[src/hdl/pde_pkg.sv]
`timescale 1ns / 1ps
// ----------------------------------------------------------------------------
// Pairwise dispersion energy package
// Shared types, constants, element tables and small helper functions.
// ----------------------------------------------------------------------------
package pde_pkg;

   localparam int PDE_MAX_ELEMENT = 54;
   localparam int PDE_TABLE_SIZE  = 54;
   localparam int PDE_QUEUE_DEPTH = 2;

   localparam logic [63:0] ONE_Q60    = 64'h1000_0000_0000_0000;
   localparam logic [63:0] SIX_Q60    = 64'h6000_0000_0000_0000;
   localparam logic [63:0] LIM47      = 64'h0000_8000_0000_0000;
   localparam logic [63:0] RAD_ROUND  = 64'd50000000;
   localparam logic [63:0] RAD_SCALE  = 64'd100000000;

   // Ceiling of 2^70 / 15625. For a C6 value below 2^30, the product with this
   // constant shifted right by 44 equals floor(c6 * 2^32 / 10^6) exactly.
   localparam logic [63:0] C6_RECIP   = 64'd75557863725914324;

   localparam logic [7:0] K_NONE = 8'd0;
   localparam logic [7:0] K_44   = 8'd44;
   localparam logic [7:0] K_52   = 8'd52;
   localparam logic [7:0] K_60   = 8'd60;
   localparam logic [7:0] K_62   = 8'd62;
   localparam logic [7:0] K_68   = 8'd68;
   localparam logic [7:0] K_72   = 8'd72;
   localparam logic [7:0] K_80   = 8'd80;

   localparam logic [31:0] C6_TABLE [PDE_TABLE_SIZE] = '{
      32'd2428335, 32'd1387620, 32'd27925857, 32'd27925857, 32'd54290641, 32'd30354192,
      32'd21334661, 32'd12141677, 32'd13008940, 32'd10927509, 32'd99041393, 32'd99041393,
      32'd187155277, 32'd160096682, 32'd135986781, 32'd96613058, 32'd87940431,
      32'd79961615, 32'd187328729, 32'd187328729, 32'd187328729, 32'd187328729,
      32'd187328729, 32'd187328729, 32'd187328729, 32'd187328729, 32'd187328729,
      32'd187328729, 32'd187328729, 32'd187328729, 32'd294695843, 32'd296603821,
      32'd283941787, 32'd219243994, 32'd216295301, 32'd208316485, 32'd427907384,
      32'd427907384, 32'd427907384, 32'd427907384, 32'd427907384, 32'd427907384,
      32'd427907384, 32'd427907384, 32'd427907384, 32'd427907384, 32'd427907384,
      32'd427907384, 32'd647324831, 32'd671434732, 32'd666751514, 32'd550538321,
      32'd546375460, 32'd520184128
   };

   localparam logic [31:0] RADIUS_TABLE [PDE_TABLE_SIZE] = '{
      32'd189161571, 32'd191240270, 32'd155902394, 32'd266073419, 32'd280624309,
      32'd274388214, 32'd263994721, 32'd253601228, 32'd243207735, 32'd234892940,
      32'd216184653, 32'd257758625, 32'd309726090, 32'd324276980, 32'd322198281,
      32'd318040884, 32'd309726090, 32'd301411295, 32'd280624309, 32'd278545611,
      32'd295175199, 32'd295175199, 32'd295175199, 32'd295175199, 32'd295175199,
      32'd295175199, 32'd295175199, 32'd295175199, 32'd295175199, 32'd295175199,
      32'd311804788, 32'd326355678, 32'd332591774, 32'd334670473, 32'd330513075,
      32'd326355678, 32'd307647391, 32'd303489994, 32'd309726090, 32'd309726090,
      32'd309726090, 32'd309726090, 32'd309726090, 32'd309726090, 32'd309726090,
      32'd309726090, 32'd309726090, 32'd309726090, 32'd315962185, 32'd340906568,
      32'd355457459, 32'd357536157, 32'd357536157, 32'd355457459
   };

   typedef logic [63:0] radius_table_type [PDE_TABLE_SIZE];

   function automatic radius_table_type make_radius_q28();
      radius_table_type t;
      for (int i = 0; i < PDE_TABLE_SIZE; i++) begin
         t[i] = ((64'(RADIUS_TABLE[i]) << 28) + RAD_ROUND) / RAD_SCALE;
      end
      return t;
   endfunction

   localparam radius_table_type RADIUS_Q28_TABLE = make_radius_q28();

   typedef enum logic [1:0] {
      ALU_MUL  = 2'd0,
      ALU_DIV  = 2'd1,
      ALU_SQRT = 2'd2
   } alu_op_type;

   typedef struct packed {
      logic       start;
      alu_op_type op;
      logic [63:0] a;
      logic [63:0] b;
      logic [7:0]  k;
   } alu_req_type;

   typedef struct packed {
      logic        done;
      logic [63:0] result;
   } alu_rsp_type;

   typedef enum logic [1:0] {
      CLS_COMPUTE    = 2'd0,
      CLS_BAD        = 2'd1,
      CLS_COINCIDENT = 2'd2
   } pair_class_type;

   typedef struct packed {
      pair_class_type   cls;
      logic [5:0]       za;
      logic [5:0]       zb;
      logic [2:0][31:0] mag;
      logic [2:0]       neg;
      logic             last;
   } pair_entry_type;

   function automatic logic [31:0] c6_value(input logic [5:0] z);
      logic [31:0] v;
      v = '0;
      if (z != 6'd0 && 32'(z) <= PDE_TABLE_SIZE) begin
         v = C6_TABLE[z - 6'd1];
      end
      return v;
   endfunction

   function automatic logic [63:0] radius_q28(input logic [5:0] z);
      logic [63:0] v;
      v = '0;
      if (z != 6'd0 && 32'(z) <= PDE_TABLE_SIZE) begin
         v = RADIUS_Q28_TABLE[z - 6'd1];
      end
      return v;
   endfunction

   function automatic logic signed [47:0] sat48(input logic [63:0] mag, input logic negative);
      logic signed [47:0] v;
      if (mag >= LIM47) begin
         v = negative ? 48'sh8000_0000_0000 : 48'sh7FFF_FFFF_FFFF;
      end else begin
         v = negative ? -$signed(mag[47:0]) : $signed(mag[47:0]);
      end
      return v;
   endfunction

endpackage

[src/hdl/pde_fifo.sv]
`timescale 1ns / 1ps
// ----------------------------------------------------------------------------
// Pairwise dispersion energy queue
// Short first-in first-out queue of classified pairs between front and back.
// ----------------------------------------------------------------------------
module pde_fifo #(
   parameter int DEPTH = pde_pkg::PDE_QUEUE_DEPTH
) (
   input  logic                    clock,
   input  logic                    reset,
   input  logic                    push,
   input  pde_pkg::pair_entry_type push_entry,
   input  logic                    pop,
   output pde_pkg::pair_entry_type head,
   output logic                    full,
   output logic                    empty
);

   localparam int IDX_W = (DEPTH > 1) ? $clog2(DEPTH) : 1;
   localparam int CNT_W = $clog2(DEPTH + 1);

   pde_pkg::pair_entry_type entries_ff [DEPTH];
   logic [IDX_W-1:0] wr_ptr_ff, wr_ptr_in;
   logic [IDX_W-1:0] rd_ptr_ff, rd_ptr_in;
   logic [CNT_W-1:0] count_ff, count_in;

   assign full  = (count_ff == CNT_W'(DEPTH));
   assign empty = (count_ff == '0);
   assign head  = entries_ff[rd_ptr_ff];

   always_comb begin
      wr_ptr_in = wr_ptr_ff;
      rd_ptr_in = rd_ptr_ff;
      count_in  = count_ff;
      if (push) begin
         wr_ptr_in = (wr_ptr_ff == IDX_W'(DEPTH - 1)) ? '0 : wr_ptr_ff + 1'b1;
      end
      if (pop) begin
         rd_ptr_in = (rd_ptr_ff == IDX_W'(DEPTH - 1)) ? '0 : rd_ptr_ff + 1'b1;
      end
      if (push && !pop) begin
         count_in = count_ff + 1'b1;
      end else if (pop && !push) begin
         count_in = count_ff - 1'b1;
      end
   end

   always_ff @(posedge clock) begin
      if (reset) begin
         wr_ptr_ff <= '0;
         rd_ptr_ff <= '0;
         count_ff  <= '0;
      end else begin
         wr_ptr_ff <= wr_ptr_in;
         rd_ptr_ff <= rd_ptr_in;
         count_ff  <= count_in;
      end
   end

   always_ff @(posedge clock) begin
      if (push) begin
         entries_ff[wr_ptr_ff] <= push_entry;
      end
   end

endmodule

[config.mk]
export PLATFORM = sky130hd
export DESIGN_NAME = pde_fifo
export DESIGN_NICKNAME = d
export VERILOG_FILES = /design/src/hdl/pde_pkg.sv /design/src/hdl/pde_fifo.sv
export SDC_FILE = /design/constraint.sdc
export NUM_CORES = 1
export LEC_CHECK = 0
export BUFFER_PORTS_ARGS = -buffer_cell sky130_fd_sc_hd__buf_4
export CELL_PAD_IN_SITES_DETAIL_PLACEMENT = 0
export CELL_PAD_IN_SITES_GLOBAL_PLACEMENT = 1
export CORE_MARGIN = 2
export CORE_UTILIZATION = 40
export DETAILED_ROUTE_END_ITERATION = 6
export PLACE_DENSITY_LB_ADDON = 0.1
export SYNTH_ARGS = -nofsm -noshare
export SYNTH_HDL_FRONTEND = slang
export SYNTH_SLANG_ARGS = --single-unit
export TNS_END_PERCENT = 10
[constraint.sdc]
create_clock -name clock -period 8 [get_ports clock]
set_input_delay 2.4 -clock clock [delete_from_list [all_inputs] [get_ports clock]]
set_output_delay 2.4 -clock clock [all_outputs]
set_load 0.02 [all_outputs]
==> run_results.csv, run 1 <==
group,metric,value,unit
detailed_routing,detail_route.wirelength,16540,um
place,postPlaceCellArea,10710,um^2
final_layout,post_layout_cell_count,923,
synth,synth_commonest_cells,"228 x sky130_fd_sc_hd__edfxtp_1, 60 x sky130_fd_sc_hd__mux2_4, 54 x sky130_fd_sc_hd__mux2_2",
final_layout,syn2layout_area_growth,31.90,%
worst_setup_path,timing.critical_path.fanout_max,44,
synth,netlist.top_cell.by_area,"sky130_fd_sc_hd__edfxtp_1",
grt,grt_start_max_net_pins,63,
detailed_routing,viasPerCell,4.631,
sta,timing.max_slew.rel_slack,42.14,%
synth,synth.distinct_cells,17,
hold_path,worstHoldPathType,"register to register",
detailed_routing,drc,0,
synth,netlist_area,8680,um^2
clock_network,clock-root-buffer,"sky130_fd_sc_hd__clkbuf_16",
clock_network,clkLatencyLatePin,510,ps
grt,gr-total-overflow,0,
pwr,vdd_ir_max,0.1887,mV
detailed_routing,routedWlPerCell,17.92,um
detailed_routing,dr_total_vias,4274,
clock_network,clk_pin_slew_worst_paths,60,ps
sta,rsz0062_at_grt,"false",
grt,via_count_of_the_first_global_routing_pass,4449,
clock_network,cts_hold_buffers,0,
die,num_rows,53,
sta,fmaxAchievable,201.7,MHz
synth,yosysTopAreaCellShare,78.88,%
clock_network,tritoncts,"done",
final_layout,drive_gt1_share,59.57,%
clock_network,post_cts.repair.setup_buffers,0,
status,status,"completed",
die,die-width,151.3,um
place,dp_hpwl,10670,um
sta,timing.clock.skew,13.06,ps
synth,postSynthCellCount,377,
synth,postSynth.topFlopCell,"sky130_fd_sc_hd__edfxtp_1",
clock_network,numClockSinks,233,
synth,mapped_avg_cell_area,23.02,um^2
final_layout,fin_util,54.12,%
worst_setup_path,worst_setup_path_start_kind,"register",
clock_network,cts_inserted_buffers,25,
sta,timing_hold_violations_final,0,
flow_run,drv.max_cap_violation_count,0,
sta,period_share,61.96,%
synth,post-synth-top-count-cell,"sky130_fd_sc_hd__edfxtp_1",
place,port-buffer-count,233,
grt,grtUsageTotal,13.85,%
detailed_routing,antenna_left,0,
clock_network,post_cts.resized_instances,0,
detailed_routing,detailedRoute.firstIterationViolations,224,
worst_setup_path,critPathRequiredTime,5600,ps
worst_setup_path,regToRegSetupSlack,5650,ps
detailed_routing,drt_pre_antenna_iters,4,
synth,ys_seq_elements,233,
sta,setup_slack,3043,ps
synth,async_reset_ff_share,0,%
sta,setup_viol,0,
pwr,power-per-cell-area,253.8,nW/um^2
pwr,power.static_leakage,4.394,nW
sta,holdWs,505.9,ps
die,floorplan.die.height,151.3,um
synth,synth_top_cells_by_area,"sky130_fd_sc_hd__edfxtp_1 79%, sky130_fd_sc_hd__mux2_4 10%, sky130_fd_sc_hd__mux2_2 7.0%",
grt,number_of_antenna_violations_at_the_first_check_in_global_routing,0,
sta,tightest_slew,867.9,ps
clock_network,max-clock-path-buffers,3,
sta,setup_total_negative_slack,0,ps
synth,mappedNetlistNets,496,
place,placement.setup.worst_slack,3498,ps
synth,edff_count_synth,228,
die,effective_utilization_at_floorplan,41.03,%
die,core_area,21150,um^2
die,die_area,22890,um^2
pwr,total_power,2.905,mW
final_layout,finalInstanceArea,11450,um^2
final_layout,diodes,0,
worst_setup_path,end_kind,"output port",
synth,synth-warning-count,0,
sta,fin_crit,4957,ps
place,place_congestion,0.7121,
worst_setup_path,crit_arrival,2560,ps
worst_setup_path,critPathKind,"register to output port",
die,floorplan.io_pins,234,
grt,grt_first_pass_wirelength,24070,um
clock_network,htreeDepth,1,
synth,ys_seq_area_share,80.03,%
sta,final_report_max_slew_violation_count,0,
place,dpl.cell_count,877,
final_layout,final_net_count,748,
## flip-flops by register name, summed over array words and instances, names as in the netlist, named ones only
signal      cells
count_ff        2
rd_ptr_ff       1
wr_ptr_ff       1
entries_ff    228
## logic make-up (layout without fill, tap and decap cells)
kind of cell / after synthesis / count (layout) / share of synthesized area (%)
DFF: 233 / 233 / 80.03
xor gates and xnor gates: 4 / 4 / 0.4037
and+or+nand+nor: 9 / 9 / 0.5046
AOI/OAI and AO/OA: 2 / 2 / 0.1152
adders and majority gates: 1 / 1 / 0.1441
muxes: 114 / 114 / 17.38
buffers and inverters: 14 / 285 / 1.413
## report_power, final
group	internal, mW	switching, mW
clock	0.606	0.439
sequential	1.43	0.0259
combinational	0.204	0.204
total	2.24	0.670
## final timing paths
| path | startpoint | endpoint | depth (start not counted) |
|---|---|---|---|
| hold / removal | count_ff[1] | count_ff[1] | 2 |
| setup / recovery | register | head[94] | 3 |
| hold reg to reg | count_ff[1] | count_ff[1] | 2 |
| setup reg to reg | wr_ptr_ff | entries_ff[1][113] | 2 |
## critical path, cell delays in order, from the launching register on
cell and delay [ps]:
sky130_fd_sc_hd__dfxtp_4 750, sky130_fd_sc_hd__buf_4 710, sky130_fd_sc_hd__mux2_2 410, sky130_fd_sc_hd__buf_4 160
## layout by cell type, fill, tap and decap left out, drive strengths merged
master	instances
nor2	5
or3	1
o21ai	1
clkinvlp	1
ha	1
inv	2
clkinv	11
xor2	2
dfxtp	5
mux2	114
xnor2	2
clkbuf	32
buf	238
bufinv	1
nor2b	2
and2	1
edfxtp	228
a21oi	1
## per-layer routing
| metal | track usage [%] | wire (um) | vias to the layer above |
|---|---|---|---|
| met2 | 23.42 | 8321 | 147 |
| li1 | - | - | 1998 |
| met1 | 17.21 | 6606 | 2105 |
| met4 | 4.299 | 300 | 0 |
| met3 | 4.066 | 1311 | 24 |
| met5 | 0 | 0 | - |
## area by class of cell
class                      count  area (um^2)
multi-input combinational    130         1620
clock buffer                  32        651.9
tap                          275        344.1
timing repair buffer         238         1787
fill                        1706         9706
clock inverter                14        91.34
inverter                       1        3.754
sequential                   233         6950
Note: power is estimated with default switching activity, not from simulation.
==> run 2, diff against run 1 <==
==> constraint.sdc (replaced) <==
create_clock -name clock -period 4.8 [get_ports clock]
set_input_delay 1.44 -clock clock [delete_from_list [all_inputs] [get_ports clock]]
set_output_delay 1.44 -clock clock [all_outputs]
set_load 0.02 [all_outputs]
==> run 2 against run 1 <==
Net effect:
- clock power grew 72%
- via count is 0.82% lower
- setup slack got worse by 2000 ps
- register-to-register slack got worse by 2800 ps
- clock skew fell by 1.7 ps
- total power increased by 69%
- first-iteration DRC count down 12%
- utilization up 0.43 points
- sequential power rose by 67%
- hold slack better by 15 ps
- final cell count increased by 0.11%
- die area unchanged
- critical endpoint is now head[98]
- highest routed layer unchanged
==> run_results.csv, run 2 (same netlist as run 1, synthesis figures left out) <==
group,metric,value,unit
grt,gr-total-overflow,0,
place,place_congestion,0.7190,
sta,holdWs,520.9,ps
clock_network,tritoncts,"done",
clock_network,clk_pin_slew_worst_paths,50,ps
final_layout,diodes,0,
grt,number_of_antenna_violations_at_the_first_check_in_global_routing,0,
die,floorplan.io_pins,234,
sta,rsz0062_at_grt,"false",
grt,grt_first_pass_wirelength,24460,um
clock_network,cts_inserted_buffers,26,
sta,setup_viol,0,
sta,fin_crit,3728,ps
pwr,power.static_leakage,4.435,nW
clock_network,clock-root-buffer,"sky130_fd_sc_hd__clkbuf_16",
grt,grtUsageTotal,14.00,%
worst_setup_path,crit_arrival,2290,ps
final_layout,reg_top3,"entries_ff: 228 flops, count_ff: 2 flops",
detailed_routing,detail_route.wirelength,16700,um
detailed_routing,antenna_left,0,
clock_network,post_cts.repair.setup_buffers,0,
die,effective_utilization_at_floorplan,41.03,%
worst_setup_path,worst_setup_path_start_kind,"register",
clock_network,cts_hold_buffers,0,
status,status,"completed",
final_layout,most_common_library_cell_in_the_layout_ignoring_fill_and_taps,"sky130_fd_sc_hd__buf_4",
clock_network,post_cts.resized_instances,0,
grt,via_count_of_the_first_global_routing_pass,4570,
worst_setup_path,rr_startpoint,"wr_ptr_ff",
final_layout,syn2layout_area_growth,32.95,%
place,postPlaceCellArea,10740,um^2
pwr,vdd_ir_max,0.2563,mV
final_layout,drive_gt1_share,60.40,%
detailed_routing,drc,0,
die,num_rows,53,
sta,tightest_slew,769.8,ps
sta,timing.max_slew.rel_slack,48.68,%
final_layout,finalInstanceArea,11540,um^2
grt,grt_start_max_net_pins,115,
detailed_routing,viasPerCell,4.588,
detailed_routing,detailedRoute.firstIterationViolations,198,
sta,setup_total_negative_slack,0,ps
sta,period_share,77.66,%
clock_network,htreeDepth,1,
worst_setup_path,critPathKind,"register to output port",
final_layout,final_net_count,749,
pwr,power-per-cell-area,426.4,nW/um^2
pwr,total_power,4.921,mW
place,placement.setup.worst_slack,1539,ps
sta,setup_slack,1072,ps
die,core_area,21150,um^2
final_layout,largest_register_ffs,228,
worst_setup_path,worstReg2RegEnd,"entries_ff[1][58]",
worst_setup_path,regToRegSetupSlack,2880,ps
die,floorplan.die.height,151.3,um
worst_setup_path,reg2regPathDepth,2,
worst_setup_path,end_kind,"output port",
sta,fmaxAchievable,268.3,MHz
final_layout,largest_register,"entries_ff",
sta,timing_hold_violations_final,0,
clock_network,numClockSinks,233,
worst_setup_path,critPathRequiredTime,3360,ps
clock_network,clkLatencyLatePin,510,ps
clock_network,max-clock-path-buffers,3,
sta,timing.clock.skew,11.36,ps
place,dp_hpwl,10840,um
hold_path,worstHoldPathType,"register to register",
final_layout,layout.cells.most_common_list,"235 x sky130_fd_sc_hd__buf_4, 228 x sky130_fd_sc_hd__edfxtp_1, 60 x sky130_fd_sc_hd__mux2_4",
flow_run,drv.max_cap_violation_count,0,
die,die_area,22890,um^2
detailed_routing,drt_pre_antenna_iters,4,
detailed_routing,dr_total_vias,4239,
worst_setup_path,timing.critical_path.fanout_max,44,
die,die-width,151.3,um
place,port-buffer-count,233,
worst_setup_path,critPathCapture,"head[98]",
sta,final_report_max_slew_violation_count,0,
detailed_routing,routedWlPerCell,18.07,um
## run 2: per-layer routing
layer  track usage (%)  up-vias  routed length [um]
met2             23.42      156                8203
met3             5.542       23                1802
met5                 0        -                   0
met4             3.972        0                 340
li1                  -     2005                   -
met1             16.85     2055                6349
## run 2: final cells by class
type | instances | area [um^2]
fill | 1722 | 9614
tap | 275 | 344.1
sequential | 233 | 6950
timing repair buffer | 238 | 1824
multi-input combinational | 130 | 1620
clock buffer | 30 | 686.9
inverter | 1 | 3.754
clock inverter | 17 | 110.1
## run 2: worst max-delay path: stages, from the launching register on
cell and delay (ps):
sky130_fd_sc_hd__dfxtp_4 790, sky130_fd_sc_hd__buf_4 430, sky130_fd_sc_hd__mux2_2 380, sky130_fd_sc_hd__buf_4 160
## run 2: how the worst min path moves through the flow
stage,startpoint,endpoint,slack [ps],cells after the start
3_3_place_gp,count_ff[1],count_ff[1],500,2
5_1_grt,rd_ptr_ff,register,540,2
2_1_floorplan,count_ff[1],count_ff[1],460,2
4_1_cts,rd_ptr_ff,rd_ptr_ff,520,2
3_5_place_dp,rd_ptr_ff,rd_ptr_ff,510,2
6_report,rd_ptr_ff,rd_ptr_ff,520,2
## run 2: power breakdown
group          switching (mW)  total [mW]  internal (mW)
logic                   0.341       0.686          0.345
clock network           0.741        1.81           1.07
registers              0.0455        2.42           2.38
## run 2: per-stage QoR
step	util, %	cells
CTS	54.55	924
finish	54.55	924
global placement	50.78	877
global route	54.55	924
floorplan	-	377
detailed placement	50.78	877
==> run 3, diff against run 2 <==
==> constraint.sdc (replaced) <==
create_clock -name clock -period 3.3 [get_ports clock]
set_input_delay 0.99 -clock clock [delete_from_list [all_inputs] [get_ports clock]]
set_output_delay 0.99 -clock clock [all_outputs]
set_load 0.02 [all_outputs]
==> run 3 against run 2 <==
Net effect:
- hold slack worse by 1.6 ps
- total power up 46%
- non-clock buffer count up 6
- sequential cell count unchanged
- setup slack worse by 830 ps
- count of clock-buffer cells in the layout up 4
- global-route usage up 0.14 points
- combinational power up 49%
- clock power up 48%
- die area unchanged
- routed wire length up 0.75%
- final cell count up 0.32%
- critical endpoint is now head[25]
- largest power group unchanged
- highest routed layer unchanged
==> run_results.csv, run 3 (same netlist as run 1, synthesis figures left out) <==
group,metric,value,unit
worst_setup_path,buf_inv_on_cp,2,
final_layout,post_layout_cell_count,927,
final_layout,fin_util,54.83,%
die,core_area,21150,um^2
sta,timing.max_slew.rel_slack,55.04,%
worst_setup_path,crit_path_cells,"buf_4, mux2_2, buf_4",
final_layout,area.sequential,6950,um^2
clock_network,post_cts.repair.setup_buffers,0,
detailed_routing,drc,0,
worst_setup_path,critPathRequiredTime,2310,ps
grt,grt_start_max_net_pins,95,
place,dp_hpwl,11310,um
hold_path,worst_hold_path.num_cells,2,
grt,grt_first_pass_wirelength,24520,um
die,die_area,22890,um^2
final_layout,most_common_library_cell_in_the_layout_ignoring_fill_and_taps,"sky130_fd_sc_hd__buf_4",
sta,period_share,92.69,%
worst_setup_path,regToRegSetupSlack,1630,ps
pwr,vdd_ir_max,0.3407,mV
sta,rsz0062_at_grt,"false",
worst_setup_path,critical-path-max-stage-delay,660,ps
clock_network,tritoncts,"done",
die,effective_utilization_at_floorplan,41.03,%
clock_network,cts_hold_buffers,0,
final_layout,diodes,0,
hold_path,worstHoldPathType,"register to register",
clock_network,numClockSinks,233,
final_layout,fillers,1714,
worst_setup_path,crit_family,"flip-flops",
clock_network,clkLatencyLatePin,500,ps
grt,gr-total-overflow,0,
hold_path,hold-path-endpoint,"count_ff[1]",
final_layout,footprint_of_the_multi_input_gates,1620,um^2
die,floorplan.io_pins,234,
worst_setup_path,end_kind,"output port",
clock_network,clk_pin_slew_worst_paths,60,ps
pwr,total_power,7.202,mW
detailed_routing,detail_route.wirelength,16820,um
detailed_routing,drt_pre_antenna_iters,4,
grt,grtUsageTotal,14.14,%
pwr,switchingPower,1.607,mW
worst_setup_path,rr_startpoint,"wr_ptr_ff",
worst_setup_path,critPathSlowestCell,"sky130_fd_sc_hd__dfxtp_4",
place,port-buffer-count,233,
grt,number_of_antenna_violations_at_the_first_check_in_global_routing,0,
detailed_routing,routedWlPerCell,18.15,um
final_layout,final_net_count,753,
detailed_routing,antenna_left,0,
pwr,p_sw_share,22.32,%
flow_run,drv.max_cap_violation_count,0,
sta,fmaxAchievable,326.9,MHz
worst_setup_path,worst_setup_path_start_kind,"register",
sta,setup_viol,0,
sta,holdWs,519.2,ps
sta,fin_crit,3059,ps
final_layout,largest_register,"entries_ff",
pwr,clockPowerShare,37.0,%
die,die-width,151.3,um
detailed_routing,detailedRoute.firstIterationViolations,155,
final_layout,syn2layout_area_growth,33.63,%
place,dpl.cell_count,883,
sta,setup_slack,241.1,ps
worst_setup_path,reg2regPathDepth,2,
pwr,power.static_leakage,4.466,nW
clock_network,clock-root-buffer,"sky130_fd_sc_hd__clkbuf_16",
clock_network,post_cts.resized_instances,0,
clock_network,htreeDepth,1,
pwr,power-per-cell-area,620.9,nW/um^2
grt,via_count_of_the_first_global_routing_pass,4609,
place,place_congestion,0.7216,
sta,timing.clock.skew,5.115,ps
clock_network,cts_inserted_buffers,24,
pwr,combinational_fraction_of_design_power,14.2,%
place,placement.setup.worst_slack,701.6,ps
worst_setup_path,crit_arrival,2070,ps
status,status,"completed",
sta,tightest_slew,674.4,ps
hold_path,startpoint_of_the_most_critical_hold_path,"count_ff[1]",
pwr,p_seq_share,48.8,%
final_layout,drive_gt1_share,60.58,%
final_layout,largest_register_ffs,228,
worst_setup_path,timing.critical_path.fanout_max,28,
sta,final_report_max_slew_violation_count,0,
worst_setup_path,critPathKind,"register to output port",
die,floorplan.die.height,151.3,um
sta,timing_hold_violations_final,0,
final_layout,reg_top3,"entries_ff: 228 flops, count_ff: 2 flops",
worst_setup_path,worstReg2RegEnd,"entries_ff[1][23]",
die,num_rows,53,
worst_setup_path,cp_dominant_cell_by_count,"sky130_fd_sc_hd__buf_4",
pwr,internal-power,5.595,mW
clock_network,max-clock-path-buffers,3,
detailed_routing,viasPerCell,4.622,
final_layout,layout.cells.most_common_list,"239 x sky130_fd_sc_hd__buf_4, 228 x sky130_fd_sc_hd__edfxtp_1, 60 x sky130_fd_sc_hd__mux2_4",
detailed_routing,dr_total_vias,4285,
-- run 3: final cells by class --
class                           count  share of cell area (%)
Clock buffer                       34                   5.685
Clock inverter                     10                   1.090
Inverter                            1                 0.03236
Multi-Input combinational cell    130                   13.97
Sequential cell                   233                   59.92
Tap cell                          275                   2.967
Timing Repair Buffer              244                   16.33
-- run 3: metrics by stage --
stage / instance area (um^2) / TNS, ps
finish: 11600 / 0
global route: 11600 / 0
CTS: 11600 / 0
detailed placement: 10810 / 0
global placement: 10810 / 0
floorplan: 8687 / -89420
-- run 3: layer usage --
metal	up-vias	routed length [um]	global-route usage [%]
met4	0	442	4.907
met2	158	8482	24.57
met3	30	1786	5.813
met1	2095	6109	15.67
met5	-	0	0
li1	2002	-	-
-- run 3: power groups by stage --
| stage | clock, mW | combinational, mW | sequential [mW] |
|---|---|---|---|
| finish | 2.67 | 1.02 | 3.52 |
| global route | 2.85 | 1.09 | 3.53 |
| CTS | 2.75 | 1.04 | 3.52 |
| detailed placement | 0 | 1.04 | 3.58 |
| global placement | 0 | 1.02 | 3.57 |
| floorplan | 0 | 0.600 | 3.56 |
-- run 3: worst register-to-register path, delay by kind of cell (launching register included) --
kind / cells / cell delay (ps)
buffers and inverters: 1 / 380
AND/OR/NAND/NOR: 1 / 570
flip-flops: 1 / 400
-- run 3: worst max-delay path by stage --
stage / endpoint / startpoint / cells after the start
floorplan: entries_ff[1][0] / push / 1
global placement: head[25] / register / 3
finish: head[25] / register / 3
CTS: head[10] / register / 3
detailed placement: head[25] / register / 3
global route: head[25] / register / 3
