==> src/hdl/pde_pkg.sv <==
`timescale 1ns / 1ps
// ----------------------------------------------------------------------------
// Pairwise dispersion energy package
// Shared types, constants, element tables and small helper functions.
// ----------------------------------------------------------------------------
package pde_pkg;

   localparam int PDE_MAX_ELEMENT = 54;
   localparam int PDE_TABLE_SIZE  = 54;
   localparam int PDE_QUEUE_DEPTH = 2;

   localparam logic [63:0] ONE_Q60    = 64'h1000_0000_0000_0000;
   localparam logic [63:0] SIX_Q60    = 64'h6000_0000_0000_0000;
   localparam logic [63:0] LIM47      = 64'h0000_8000_0000_0000;
   localparam logic [63:0] RAD_ROUND  = 64'd50000000;
   localparam logic [63:0] RAD_SCALE  = 64'd100000000;

   // Ceiling of 2^70 / 15625. For a C6 value below 2^30, the product with this
   // constant shifted right by 44 equals floor(c6 * 2^32 / 10^6) exactly.
   localparam logic [63:0] C6_RECIP   = 64'd75557863725914324;

   localparam logic [7:0] K_NONE = 8'd0;
   localparam logic [7:0] K_44   = 8'd44;
   localparam logic [7:0] K_52   = 8'd52;
   localparam logic [7:0] K_60   = 8'd60;
   localparam logic [7:0] K_62   = 8'd62;
   localparam logic [7:0] K_68   = 8'd68;
   localparam logic [7:0] K_72   = 8'd72;
   localparam logic [7:0] K_80   = 8'd80;

   localparam logic [31:0] C6_TABLE [PDE_TABLE_SIZE] = '{
      32'd2428335, 32'd1387620, 32'd27925857, 32'd27925857, 32'd54290641, 32'd30354192,
      32'd21334661, 32'd12141677, 32'd13008940, 32'd10927509, 32'd99041393, 32'd99041393,
      32'd187155277, 32'd160096682, 32'd135986781, 32'd96613058, 32'd87940431,
      32'd79961615, 32'd187328729, 32'd187328729, 32'd187328729, 32'd187328729,
      32'd187328729, 32'd187328729, 32'd187328729, 32'd187328729, 32'd187328729,
      32'd187328729, 32'd187328729, 32'd187328729, 32'd294695843, 32'd296603821,
      32'd283941787, 32'd219243994, 32'd216295301, 32'd208316485, 32'd427907384,
      32'd427907384, 32'd427907384, 32'd427907384, 32'd427907384, 32'd427907384,
      32'd427907384, 32'd427907384, 32'd427907384, 32'd427907384, 32'd427907384,
      32'd427907384, 32'd647324831, 32'd671434732, 32'd666751514, 32'd550538321,
      32'd546375460, 32'd520184128
   };

   localparam logic [31:0] RADIUS_TABLE [PDE_TABLE_SIZE] = '{
      32'd189161571, 32'd191240270, 32'd155902394, 32'd266073419, 32'd280624309,
      32'd274388214, 32'd263994721, 32'd253601228, 32'd243207735, 32'd234892940,
      32'd216184653, 32'd257758625, 32'd309726090, 32'd324276980, 32'd322198281,
      32'd318040884, 32'd309726090, 32'd301411295, 32'd280624309, 32'd278545611,
      32'd295175199, 32'd295175199, 32'd295175199, 32'd295175199, 32'd295175199,
      32'd295175199, 32'd295175199, 32'd295175199, 32'd295175199, 32'd295175199,
      32'd311804788, 32'd326355678, 32'd332591774, 32'd334670473, 32'd330513075,
      32'd326355678, 32'd307647391, 32'd303489994, 32'd309726090, 32'd309726090,
      32'd309726090, 32'd309726090, 32'd309726090, 32'd309726090, 32'd309726090,
      32'd309726090, 32'd309726090, 32'd309726090, 32'd315962185, 32'd340906568,
      32'd355457459, 32'd357536157, 32'd357536157, 32'd355457459
   };

   typedef logic [63:0] radius_table_type [PDE_TABLE_SIZE];

   function automatic radius_table_type make_radius_q28();
      radius_table_type t;
      for (int i = 0; i < PDE_TABLE_SIZE; i++) begin
         t[i] = ((64'(RADIUS_TABLE[i]) << 28) + RAD_ROUND) / RAD_SCALE;
      end
      return t;
   endfunction

   localparam radius_table_type RADIUS_Q28_TABLE = make_radius_q28();

   typedef enum logic [1:0] {
      ALU_MUL  = 2'd0,
      ALU_DIV  = 2'd1,
      ALU_SQRT = 2'd2
   } alu_op_type;

   typedef struct packed {
      logic       start;
      alu_op_type op;
      logic [63:0] a;
      logic [63:0] b;
      logic [7:0]  k;
   } alu_req_type;

   typedef struct packed {
      logic        done;
      logic [63:0] result;
   } alu_rsp_type;

   typedef enum logic [1:0] {
      CLS_COMPUTE    = 2'd0,
      CLS_BAD        = 2'd1,
      CLS_COINCIDENT = 2'd2
   } pair_class_type;

   typedef struct packed {
      pair_class_type   cls;
      logic [5:0]       za;
      logic [5:0]       zb;
      logic [2:0][31:0] mag;
      logic [2:0]       neg;
      logic             last;
   } pair_entry_type;

   function automatic logic [31:0] c6_value(input logic [5:0] z);
      logic [31:0] v;
      v = '0;
      if (z != 6'd0 && 32'(z) <= PDE_TABLE_SIZE) begin
         v = C6_TABLE[z - 6'd1];
      end
      return v;
   endfunction

   function automatic logic [63:0] radius_q28(input logic [5:0] z);
      logic [63:0] v;
      v = '0;
      if (z != 6'd0 && 32'(z) <= PDE_TABLE_SIZE) begin
         v = RADIUS_Q28_TABLE[z - 6'd1];
      end
      return v;
   endfunction

   function automatic logic signed [47:0] sat48(input logic [63:0] mag, input logic negative);
      logic signed [47:0] v;
      if (mag >= LIM47) begin
         v = negative ? 48'sh8000_0000_0000 : 48'sh7FFF_FFFF_FFFF;
      end else begin
         v = negative ? -$signed(mag[47:0]) : $signed(mag[47:0]);
      end
      return v;
   endfunction

endpackage

==> src/hdl/pde_channels.sv <==
`timescale 1ns / 1ps
// ----------------------------------------------------------------------------
// Pairwise dispersion energy channels
// Valid/ready interfaces for the pair requests and the pair results.
// ----------------------------------------------------------------------------
interface pde_req_if;
   logic               valid;
   logic               ready;
   logic [5:0]         element_a;
   logic [5:0]         element_b;
   logic signed [31:0] delta_x;
   logic signed [31:0] delta_y;
   logic signed [31:0] delta_z;
   logic               last_pair;

   modport source (output valid, element_a, element_b, delta_x, delta_y, delta_z,
                   last_pair, input ready);
   modport sink (input valid, element_a, element_b, delta_x, delta_y, delta_z,
                 last_pair, output ready);
endinterface


==> src/hdl/pde_front.sv <==
`timescale 1ns / 1ps
// ----------------------------------------------------------------------------
// Pairwise dispersion energy front end
// Accepts pair transfers and classifies them as valid, bad element or
// coincident, with the axis magnitudes and signs split out.
// ----------------------------------------------------------------------------
module pde_front (
   pde_req_if.sink                  req_chan,
   input  logic                     queue_full,
   output logic                     push,
   output pde_pkg::pair_entry_type  entry
);

   logic [2:0][31:0] delta;
   logic [2:0]       bad;

   assign delta = {req_chan.delta_z, req_chan.delta_y, req_chan.delta_x};
   assign req_chan.ready = !queue_full;
   assign push = req_chan.valid && !queue_full;

   assign bad[0] = (req_chan.element_a == 6'd0) ||
                   (32'(req_chan.element_a) > pde_pkg::PDE_MAX_ELEMENT);
   assign bad[1] = (req_chan.element_b == 6'd0) ||
                   (32'(req_chan.element_b) > pde_pkg::PDE_MAX_ELEMENT);
   assign bad[2] = 1'b0;

   always_comb begin
      entry.za   = req_chan.element_a;
      entry.zb   = req_chan.element_b;
      entry.last = req_chan.last_pair;
      for (int i = 0; i < 3; i++) begin
         entry.neg[i] = delta[i][31];
         entry.mag[i] = delta[i][31] ? (~delta[i] + 32'd1) : delta[i];
      end
      if (|bad) begin
         entry.cls = pde_pkg::CLS_BAD;
      end else if (delta == '0) begin
         entry.cls = pde_pkg::CLS_COINCIDENT;
      end else begin
         entry.cls = pde_pkg::CLS_COMPUTE;
      end
   end

endmodule

==> src/flat_wrapper.sv <==
// flat-port wrapper written by rule: the top's interface ports become plain ports
module pde_front_flat 
  (queue_full, push, entry, req_chan_valid, req_chan_element_a, req_chan_element_b, req_chan_delta_x, req_chan_delta_y, req_chan_delta_z, req_chan_last_pair, req_chan_ready);
  pde_req_if req_chan_i ();
  input  logic queue_full;
  output logic push;
  output pde_pkg::pair_entry_type entry;
  input wire logic [$bits(req_chan_i.valid)-1:0] req_chan_valid;
  input wire logic [$bits(req_chan_i.element_a)-1:0] req_chan_element_a;
  input wire logic [$bits(req_chan_i.element_b)-1:0] req_chan_element_b;
  input wire logic [$bits(req_chan_i.delta_x)-1:0] req_chan_delta_x;
  input wire logic [$bits(req_chan_i.delta_y)-1:0] req_chan_delta_y;
  input wire logic [$bits(req_chan_i.delta_z)-1:0] req_chan_delta_z;
  input wire logic [$bits(req_chan_i.last_pair)-1:0] req_chan_last_pair;
  output wire logic [$bits(req_chan_i.ready)-1:0] req_chan_ready;
  assign req_chan_i.valid = req_chan_valid;
  assign req_chan_i.element_a = req_chan_element_a;
  assign req_chan_i.element_b = req_chan_element_b;
  assign req_chan_i.delta_x = req_chan_delta_x;
  assign req_chan_i.delta_y = req_chan_delta_y;
  assign req_chan_i.delta_z = req_chan_delta_z;
  assign req_chan_i.last_pair = req_chan_last_pair;
  assign req_chan_ready = req_chan_i.ready;
  pde_front u_core (.req_chan(req_chan_i), .queue_full(queue_full), .push(push), .entry(entry));
endmodule
==> config.mk <==
export PLATFORM = sky130hd
export DESIGN_NAME = pde_front_flat
export DESIGN_NICKNAME = d
export VERILOG_FILES = /design/src/hdl/pde_pkg.sv /design/src/hdl/pde_channels.sv /design/src/hdl/pde_front.sv /design/src/flat_wrapper.sv
export SDC_FILE = /design/constraint.sdc
export NUM_CORES = 1
export LEC_CHECK = 0
export BUFFER_PORTS_ARGS = -buffer_cell sky130_fd_sc_hd__buf_4
export CAP_MARGIN = 20
export CORE_MARGIN = 5
export CORE_UTILIZATION = 33
export DETAILED_ROUTE_END_ITERATION = 16
export PLACE_DENSITY = 0.76
export REMOVE_ABC_BUFFERS = 1
export SYNTH_ARGS = -nofsm -noshare
export SYNTH_HDL_FRONTEND = slang
export SYNTH_SLANG_ARGS = --single-unit
==> constraint.sdc <==
create_clock -name vclk -period 4.8
set_clock_uncertainty 0.15 [all_clocks]
set_input_delay 0.48 -clock vclk [all_inputs]
set_output_delay 0.48 -clock vclk [all_outputs]
set_load 0.05 [all_outputs]
==> qor.yml, run 1 <==
finish:
  fin_nets: 641
  nFillCells: 686
  nClkBuffers: 0
  area_growth_pct: 65.3
  design.seq.count: 0
  final_util_pct: 56.1
  layout-drive-gt1-share_pct: 48.6
  area.sequential_um2: 0
  multi_input_area_um2: 2220
  diodes: 0
power_and_ir_drop:
  power_density_nw_per_um2: 178
  ir_drop_mv: 0.138
  leakagePower_nw: 1.67
routing:
  vias: 3347
  drtPass1Iterations: 4
  drt_iter0_markers: 102
  wl_met1_mm: 3.79
  top_layer: "met4"
  wl_per_cell_um: 15.9
  dr_wl_met3_mm: 1.04
  viasPerCell: 5.36
  wl_mm: 9.95
  wl_met2_mm: 5.03
  ant_nets: 0
  drc: 0
logic_synthesis:
  synth_area_leader_cell: "xnor2_1"
  yosysWarnings: 0
  synth.cell_area_um2: 2460
  yosys-top-cells-area: "xnor2_1, o31ai_1, buf_4, o41ai_1, o21ai_0"
  seq_area_frac_synth_pct: 0
  synth_top_cell_area_share_pct: 30.6
  synth_cells: 332
  synth_common_cells: "xnor2_1, o31ai_1, o21ai_0"
  ys_types: 44
  synth_area_per_cell_um2: 7.41
  synth_most_common_cell: "xnor2_1"
sta:
  hold_violations: 0
  slew_violations: 0
  tightestPinTransition_ns: 0.606
  fin_crit_ns: 3.10
  fmax_mhz: 323
  min_period_over_period_pct: 64.5
  maxSlewHeadroom_pct: 59.1
  rsz0062_at_grt: "false"
  final.setup.tns_ns: 0
  setup_viol: 0
setup_path:
  required_ns: 4.17
  end_kind: "primary output"
  worstSetupPathType: "in -> out"
  worst-path-max-fanout: 3
  arrival_ns: 2.47
  crit_path_start_kind: "input pin"
global_route:
  gr-usage-all-layers_pct: 19.5
  grt_max_degree: 35
  grt_pass1_wl_mm: 15.1
  antenna_found_initial: 0
  grt_overflow_total: 0
  first_global_vias: 3259
worst_hold_path:
  holdCritStartpoint: "req_chan_last_pair"
  hold_depth: 0
  hold_class: "in -> out"
  min_to: "entry[0]"
placement:
  dp_hpwl_mm: 8.54
  io_buffers: 225
  gp_congestion: 0.869
clock_network:
  post_cts_resized: 0
  post-cts-setup-buffer-count: 0
  hold_buffers: 0
die:
  core_um2: 7250
  die_h_um: 96.4
  initial_core_util_pct: 33.9
  dieArea_um2: 9290
  io_pins: 227
  die_w_um: 96.4
  row_count: 31
flow_run:
  drv_cap: 0
run_status:
  status: "completed"
## metal layers
metal,vias up,track usage (%)
li1,1631,-
met1,1554,21.8
met2,154,38.1
met3,8,4.38
met4,0,2.10
met5,-,0
## worst max-delay path by stage
stage                                      from    endpoint  slack (ns)  cells after the start
after global placement     req_chan_delta_x[27]  entry[113]        1.75                      6
after detailed placement   req_chan_delta_x[27]  entry[113]        1.73                      6
after global routing       req_chan_delta_x[16]  entry[113]        1.50                      6
after floorplan           req_chan_element_a[1]  entry[113]        0.46                      3
final                      req_chan_delta_x[27]  entry[113]        1.70                      6
after CTS                  req_chan_delta_x[16]  entry[113]        1.72                      6
## power by group
part | internal, mW | switching, mW | leakage, nW
registers | 0 | 0 | 0
clock network | 0 | 0 | 0
logic | 0.246 | 0.479 | 1.67
## worst max-delay path: stages
cell and delay, ns:
buf_4 0.12, or4_1 0.55, or4_1 0.43, nor4_1 0.30, nor4bb_1 0.32, buf_4 0.27
## logic make-up (layout without fill, tap and decap cells)
kind of cell               Yosys count  in the layout  synth area share (%)
AOI/OAI and AO/OA                   82             82                  27.9
xor gates and xnor gates            87             87                  31.0
and+or+nand+nor                    120            120                  30.0
adders and majority gates            3              3                  1.53
buffers and inverters               40            233                  9.61
## metrics by stage
| step | setup WS [ns] | std cells | total power [mW] | hold slack (ns) | cell area, µm² |
|---|---|---|---|---|---|
| floorplan | 0.463 | 300 | 0.419 | 0.810 | 2250 |
| global placement | 1.75 | 624 | 0.722 | 0.810 | 4070 |
| detailed placement | 1.73 | 624 | 0.727 | 0.810 | 4070 |
| CTS | 1.72 | 624 | 0.728 | 0.810 | 4070 |
| global route | 1.50 | 624 | 0.759 | 0.810 | 4070 |
| finish | 1.70 | 624 | 0.724 | 0.810 | 4070 |
## cell usage in the layout, fill, tap and decap left out, types with 5 or more instances in the layout
| master | count |
|---|---|
| buf_4 | 225 |
| xnor2_1 | 86 |
| o31ai_1 | 27 |
| o21ai_0 | 22 |
| nand2_1 | 20 |
| nor4_1 | 16 |
| o41ai_1 | 16 |
| nor2_1 | 9 |
| or3_1 | 9 |
| nand2b_1 | 9 |
| inv_1 | 8 |
| or4_1 | 8 |
| nor3_1 | 8 |
| nand4_1 | 8 |
| o31ai_2 | 7 |
| or2_2 | 6 |
| nand3_1 | 5 |
## area by class of cell
class	count	share of cell area [%]
Inverter	8	0.738
Timing Repair Buffer	225	41.5
Multi-Input combinational cell	292	54.7
Tap cell	99	3.05
(Power assumes the default switching activity.)
==> run 2: changes to the inputs <==
- ABC_AREA: unset -> 1
- PLACE_DENSITY: 0.76 -> 0.71
- clock period: 4.8 -> 2.8 ns (I/O delays scaled with it)
==> run 2 against run 1 <==
Against the previous run: synthesized area rose by 38%; core utilization fell by 6.6 points; power rose by 75%; first-iteration DRC count rose to 3.4 times the previous value; flip-flop and latch count did not move; global-route usage rose by 0.57 points; clock-buffer cell count did not move; cell count rose by 65%; synthesized cell count rose by 110%; non-clock buffer count did not move; worst setup slack got worse by 0.99 ns; die area rose by 34%.
==> qor.yml, run 2 <==
sta:
  rsz0062_at_grt: "false"
  setup_viol: 0
  maxSlewHeadroom_pct: 63.5
  holdWs_ns: 0.410
  final.setup.tns_ns: 0
  fmax_mhz: 478
  tightestPinTransition_ns: 0.543
  fin_crit_ns: 2.09
  slew_violations: 0
  hold_violations: 0
  min_period_over_period_pct: 74.7
placement:
  io_buffers: 225
  gp_congestion: 0.916
  dp_hpwl_mm: 11.7
  placed_cells: 1031
clock_network:
  hold_buffers: 0
  post_cts_resized: 0
  post-cts-setup-buffer-count: 0
flow_run:
  drv_cap: 0
routing:
  vias: 4891
  ant_nets: 0
  viasPerCell: 4.74
  drtPass1Iterations: 4
  wl_mm: 13.2
  drc: 0
  wl_per_cell_um: 12.8
  drt_iter0_markers: 348
finish:
  area_growth_pct: 48.5
  nClkBuffers: 0
  final_util_pct: 49.5
  diodes: 0
  design.seq.count: 0
  layout-drive-gt1-share_pct: 29.7
  fin_cells: 1031
  final_cell_mix: "nand2_1, buf_4, nor2_1, inv_1, nand3_1"
  area.sequential_um2: 0
  final_common_cell: "nand2_1"
  fin_nets: 1011
  nFillCells: 1160
global_route:
  first_global_vias: 4580
  antenna_found_initial: 0
  grt_max_degree: 37
  grt_overflow_total: 0
  gr-usage-all-layers_pct: 20.0
  grt_pass1_wl_mm: 21.5
logic_synthesis:
  ys_types: 28
  synth_most_common_cell: "nand2_1"
  synth_cells: 701
  synth.cell_area_um2: 3400
  synth_area_per_cell_um2: 4.84
  synth_area_leader_cell: "nand2_1"
  yosysWarnings: 0
  seq_area_frac_synth_pct: 0
  synth_top_cell_area_share_pct: 26.3
  synth_common_cells: "nand2_1, nor2_1, inv_1"
  yosys-top-cells-area: "nand2_1, nor2_1, nand3_1, inv_1, xor2_1"
die:
  die_h_um: 111
  initial_core_util_pct: 33.3
  die_w_um: 111
  io_pins: 227
  core_um2: 10200
  dieArea_um2: 12400
  row_count: 37
setup_path:
  crit_slowest_cell: "buf_4"
  cp_num_buf_inv: 3
  required_ns: 2.37
  end_kind: "primary output"
  worstSetupPathType: "in -> out"
  arrival_ns: 1.66
  cp_top_family: "simple AND/OR/NAND/NOR gates"
  crit_path_start_kind: "input pin"
  worst-path-max-fanout: 6
  critPathMaxStageDelay_ns: 0.22
  worstPathCellList: "buf_4 > inv_1 > ha_1 > nand3_2 > nor2_4 > nand3_1 > nor2_1 > nand3_1 > nor2_1 > buf_4"
power_and_ir_drop:
  power_mw: 1.26
  ir_drop_mv: 0.121
  power_frac_clock_pct: 0
  leakagePower_nw: 2.70
  p_int_mw: 0.399
  power_density_nw_per_um2: 251
  p_sw_mw: 0.866
  pwr-share-seq_pct: 0
  p_sw_share_pct: 68.5
  power_frac_comb_pct: 100.0
run_status:
  status: "completed"
worst_hold_path:
  hold_class: "in -> out"
[run 2: kinds of logic (layout without fill, tap and decap cells)]
| group | count (synthesis) | count (layout) | share of synthesized area [%] |
|---|---|---|---|
| and+or+nand+nor | 506 | 506 | 66.2 |
| xor gates and xnor gates | 48 | 48 | 12.4 |
| buffers and inverters | 116 | 310 | 15.6 |
| adders and majority gates | 3 | 3 | 1.11 |
| AOI/OAI and AO/OA | 28 | 28 | 4.64 |
[run 2: layout make-up]
type                       count  area, µm²  area share [%]
inverter                      85        319            6.33
multi-input combinational    585       2870            56.8
tap                          136        170            3.37
timing repair buffer         225       1690            33.5
[run 2: stage by stage]
step | setup WS, ns | instance area [µm²]
final | 0.710 | 5040
after global routing | 0.494 | 5040
after CTS | 0.679 | 5040
after detailed placement | 0.686 | 5040
after global placement | 0.710 | 5040
after floorplan | 0.552 | 3180
[run 2: routing by layer]
layer	track usage, %	vias to the layer above	share of wire, %
met1	26.5	2120	43
met2	35.2	191	47
met4	3.41	0	2.0
met3	2.66	17	7.6
met5	0	-	0
li1	-	2563	-
[run 2: power by group through the flow]
| stage | Clock (mW) | Combinational [mW] | Sequential (mW) |
|---|---|---|---|
| 2_1_floorplan | 0 | 0.743 | 0 |
| 3_3_place_gp | 0 | 1.27 | 0 |
| 3_5_place_dp | 0 | 1.27 | 0 |
| 4_1_cts | 0 | 1.27 | 0 |
| 5_1_grt | 0 | 1.35 | 0 |
| 6_report | 0 | 1.26 | 0 |
[run 2: final timing paths]
check	from	end	slack (ns)	depth (start not counted)
worst max-delay path	req_chan_delta_z[1]	entry[113]	0.71	10
worst min-delay path	req_chan_last_pair	entry[0]	0.41	0
==> run 3: changes to the inputs <==
- ABC_AREA: 1 -> 0
- PLACE_DENSITY: 0.71 -> 0.79
- clock period: 2.8 -> 1.85 ns (I/O delays scaled with it)
==> run 3 against run 2 <==
Against the previous run: the run now fails in 5_1_grt; synthesized cell count is 53% lower; synthesized area is 28% lower.
==> qor.yml, run 3 <==
run_status:
  status: "aborted with a tool error"
  lastStage: "5_1_grt"
  error: "[ERROR DPL-0038] Utilization greater than 100%, impossible to legalize"
logic_synthesis:
  yosys-top-cells-area: "xnor2_1, o31ai_1, buf_4, o41ai_1, o21ai_0"
  synth_common_cells: "xnor2_1, o31ai_1, o21ai_0"
  yosysWarnings: 0
  yosys.area_share.adder_pct: 1.53
  synth_top_family_by_area: "XOR/XNOR gates"
  synth.cell_area_um2: 2460
  seq_area_frac_synth_pct: 0
  synth_area_leader_cell: "xnor2_1"
  synth_area_per_cell_um2: 7.41
  synth_most_common_cell: "xnor2_1"
  synth_top_cell_area_share_pct: 30.6
  synth_mux_area_share_pct: 0
  yosys.area_share.xor_xnor_pct: 31.0
  synth_simple_gate_area_share_pct: 30.0
  synth-compound-area-share_pct: 27.9
  ys_types: 44
  synth_cells: 332
placement:
  post_dp_cell_area_um2: 5180
  gp_congestion: 0.924
  io_buffers: 225
  dp_hpwl_mm: 10.6
sta:
  crit_endpoint: "entry[113]"
  worstEndpointType: "primary output"
die:
  initial_core_util_pct: 33.9
  io_pins: 227
  die_h_um: 96.4
  die_w_um: 96.4
  row_count: 31
clock_network:
  hold_buffers: 0
global_route:
  grt_max_degree: 34
## run 3: cell types whose count changed after synthesis, sizes merged, moves of 8 or more
| cell | delta |
|---|---|
| nand3b | -16 |
| or4 | +8 |
| nand3 | -60 |
| inv | -77 |
| nand4 | -15 |
| or3 | +12 |
| xnor2 | +70 |
| xor2 | -31 |
| nand2b | +9 |
| nor4 | +18 |
| nor2 | -139 |
| o41ai | +21 |
| nand2 | -226 |
| o31ai | +34 |
## run 3: cells by family after synthesis
kind of cell               after synthesis
and+or+nand+nor                        120
xor gates and xnor gates                87
AOI/OAI and AO/OA                       82
buffers and inverters                   40
adders and majority gates                3
## run 3: per-stage QoR
| step | setup TNS [ns] | setup WS (ns) | std cells | utilization (%) |
|---|---|---|---|---|
| 2_1_floorplan | -18.51 | -1.90 | 300 | - |
| 3_3_place_gp | -23.13 | -0.559 | 770 | 71.4 |
| 3_5_place_dp | -25.38 | -0.595 | 770 | 71.4 |
| 4_1_cts | -14.68 | -0.430 | 791 | 91.2 |
## run 3: repair_timing
| item | CTS |
|---|---|
| setup endpoints to repair | 76 |
| setup buffers | 21 |
| gates cloned | 1 |
| gates resized for setup | 244 |
| pin swaps | 81 |
==> run 4: changes to the inputs <==
- CORE_UTILIZATION: 33 -> 20
- PLACE_DENSITY: 0.79 -> unset
- PLACE_DENSITY_LB_ADDON: unset -> 0.15
- clock period: 1.85 -> 2.41 ns (I/O delays scaled with it)
==> run 4 against run 3 <==
Against the previous run: the run now ends clean.
==> qor.yml, run 4 (synthesized netlist as in run 1, its figures left out) <==
global_route:
  grt_pass1_wl_mm: 17.3
  gr-usage-all-layers_pct: 13.9
  antenna_found_initial: 0
  grt_overflow_total: 0
  grt_max_degree: 34
  first_global_vias: 3550
power_and_ir_drop:
  ir_drop_mv: 0.143
  leakagePower_nw: 1.96
  power_density_nw_per_um2: 320
finish:
  area_growth_pct: 89.6
  fin_cells: 741
  nClkBuffers: 0
  final_cell_mix: "buf_4, xnor2_1, o31ai_1, o21ai_0, nand2_1"
  layout-drive-gt1-share_pct: 56.2
  diodes: 0
  area.sequential_um2: 0
  design.seq.count: 0
  final_common_cell: "buf_4"
  fin_nets: 689
run_status:
  status: "completed"
sta:
  maxSlewHeadroom_pct: 69.7
  rsz0062_at_grt: "true"
  fin_crit_ns: 2.38
  hold_violations: 0
  final.setup.tns_ns: 0
  min_period_over_period_pct: 98.7
  tightestPinTransition_ns: 0.452
  slew_violations: 0
  setup_viol: 0
  fin_ws_ns: 0.0302
  fmax_mhz: 420
setup_path:
  cp_common_cell: "buf_4"
  worstSetupPathType: "in -> out"
  crit_path_start_kind: "input pin"
  cp_top_family: "simple AND/OR/NAND/NOR gates"
  worst-path-max-fanout: 6
  critPathMaxStageDelay_ns: 0.45
  cp_num_cells: 7
  arrival_ns: 1.99
  end_kind: "primary output"
  worstPathCellList: "buf_4 > or3_4 > or3b_4 > buf_4 > o41ai_4 > xnor2_1 > buf_4"
  required_ns: 2.02
  cp_num_buf_inv: 3
  crit_slowest_cell: "or3b_4"
routing:
  vias: 3496
  wl_mm: 11.3
  ant_nets: 0
  drc: 0
  wl_per_cell_um: 15.3
  drtPass1Iterations: 4
  drt_iter0_markers: 111
  viasPerCell: 4.72
die:
  die_w_um: 121
  die_h_um: 121
  io_pins: 227
  row_count: 40
  core_um2: 12100
  dieArea_um2: 14600
  initial_core_util_pct: 20.4
clock_network:
  hold_buffers: 0
worst_hold_path:
  hold_depth: 0
  hold_class: "in -> out"
placement:
  placed_cells: 738
  dp_hpwl_mm: 9.61
  pre_cts_ws_ns: -0.111
  gp_congestion: 0.888
  io_buffers: 225
flow_run:
  drv_cap: 0
## run 4: layout make-up
class / instances / area (µm²)
well taps: 168 / 210
fillers: 1290 / 7390
inverters: 8 / 30.0
multi-input cells: 293 / 2370
repair buffers: 272 / 2050
## run 4: per-stage QoR
stage	utilization, %	area, µm²	total power [mW]	hold WS (ns)
floorplan	-	2250	0.834	0.332
global placement	37.2	4490	1.48	0.332
detailed placement	37.2	4490	1.48	0.332
CTS	37.5	4530	1.49	0.332
global route	38.7	4670	1.57	0.332
finish	38.7	4670	1.49	0.332
## run 4: power by group
group / internal [mW] / switching, mW
Combinational: 0.522 / 0.970
Sequential: 0 / 0
Clock: 0 / 0
## run 4: worst paths after layout
| path | startpoint | endpoint | slack, ns |
|---|---|---|---|
| min | req_chan_last_pair | entry[0] | 0.33 |
| max | req_chan_delta_y[2] | entry[65] | 0.03 |
## run 4: timing repair
item                       CTS  global route
pin swaps                    1             1
gates resized for setup      6            19
setup endpoints to repair    6            30
buffers inserted             0             2
gates cloned                 0             1
## run 4: routing by layer
metal,wire length (µm),track usage (%)
met3,742,1.91
met5,0,0
met1,4520,17.2
met4,258,2.27
met2,5820,25.7
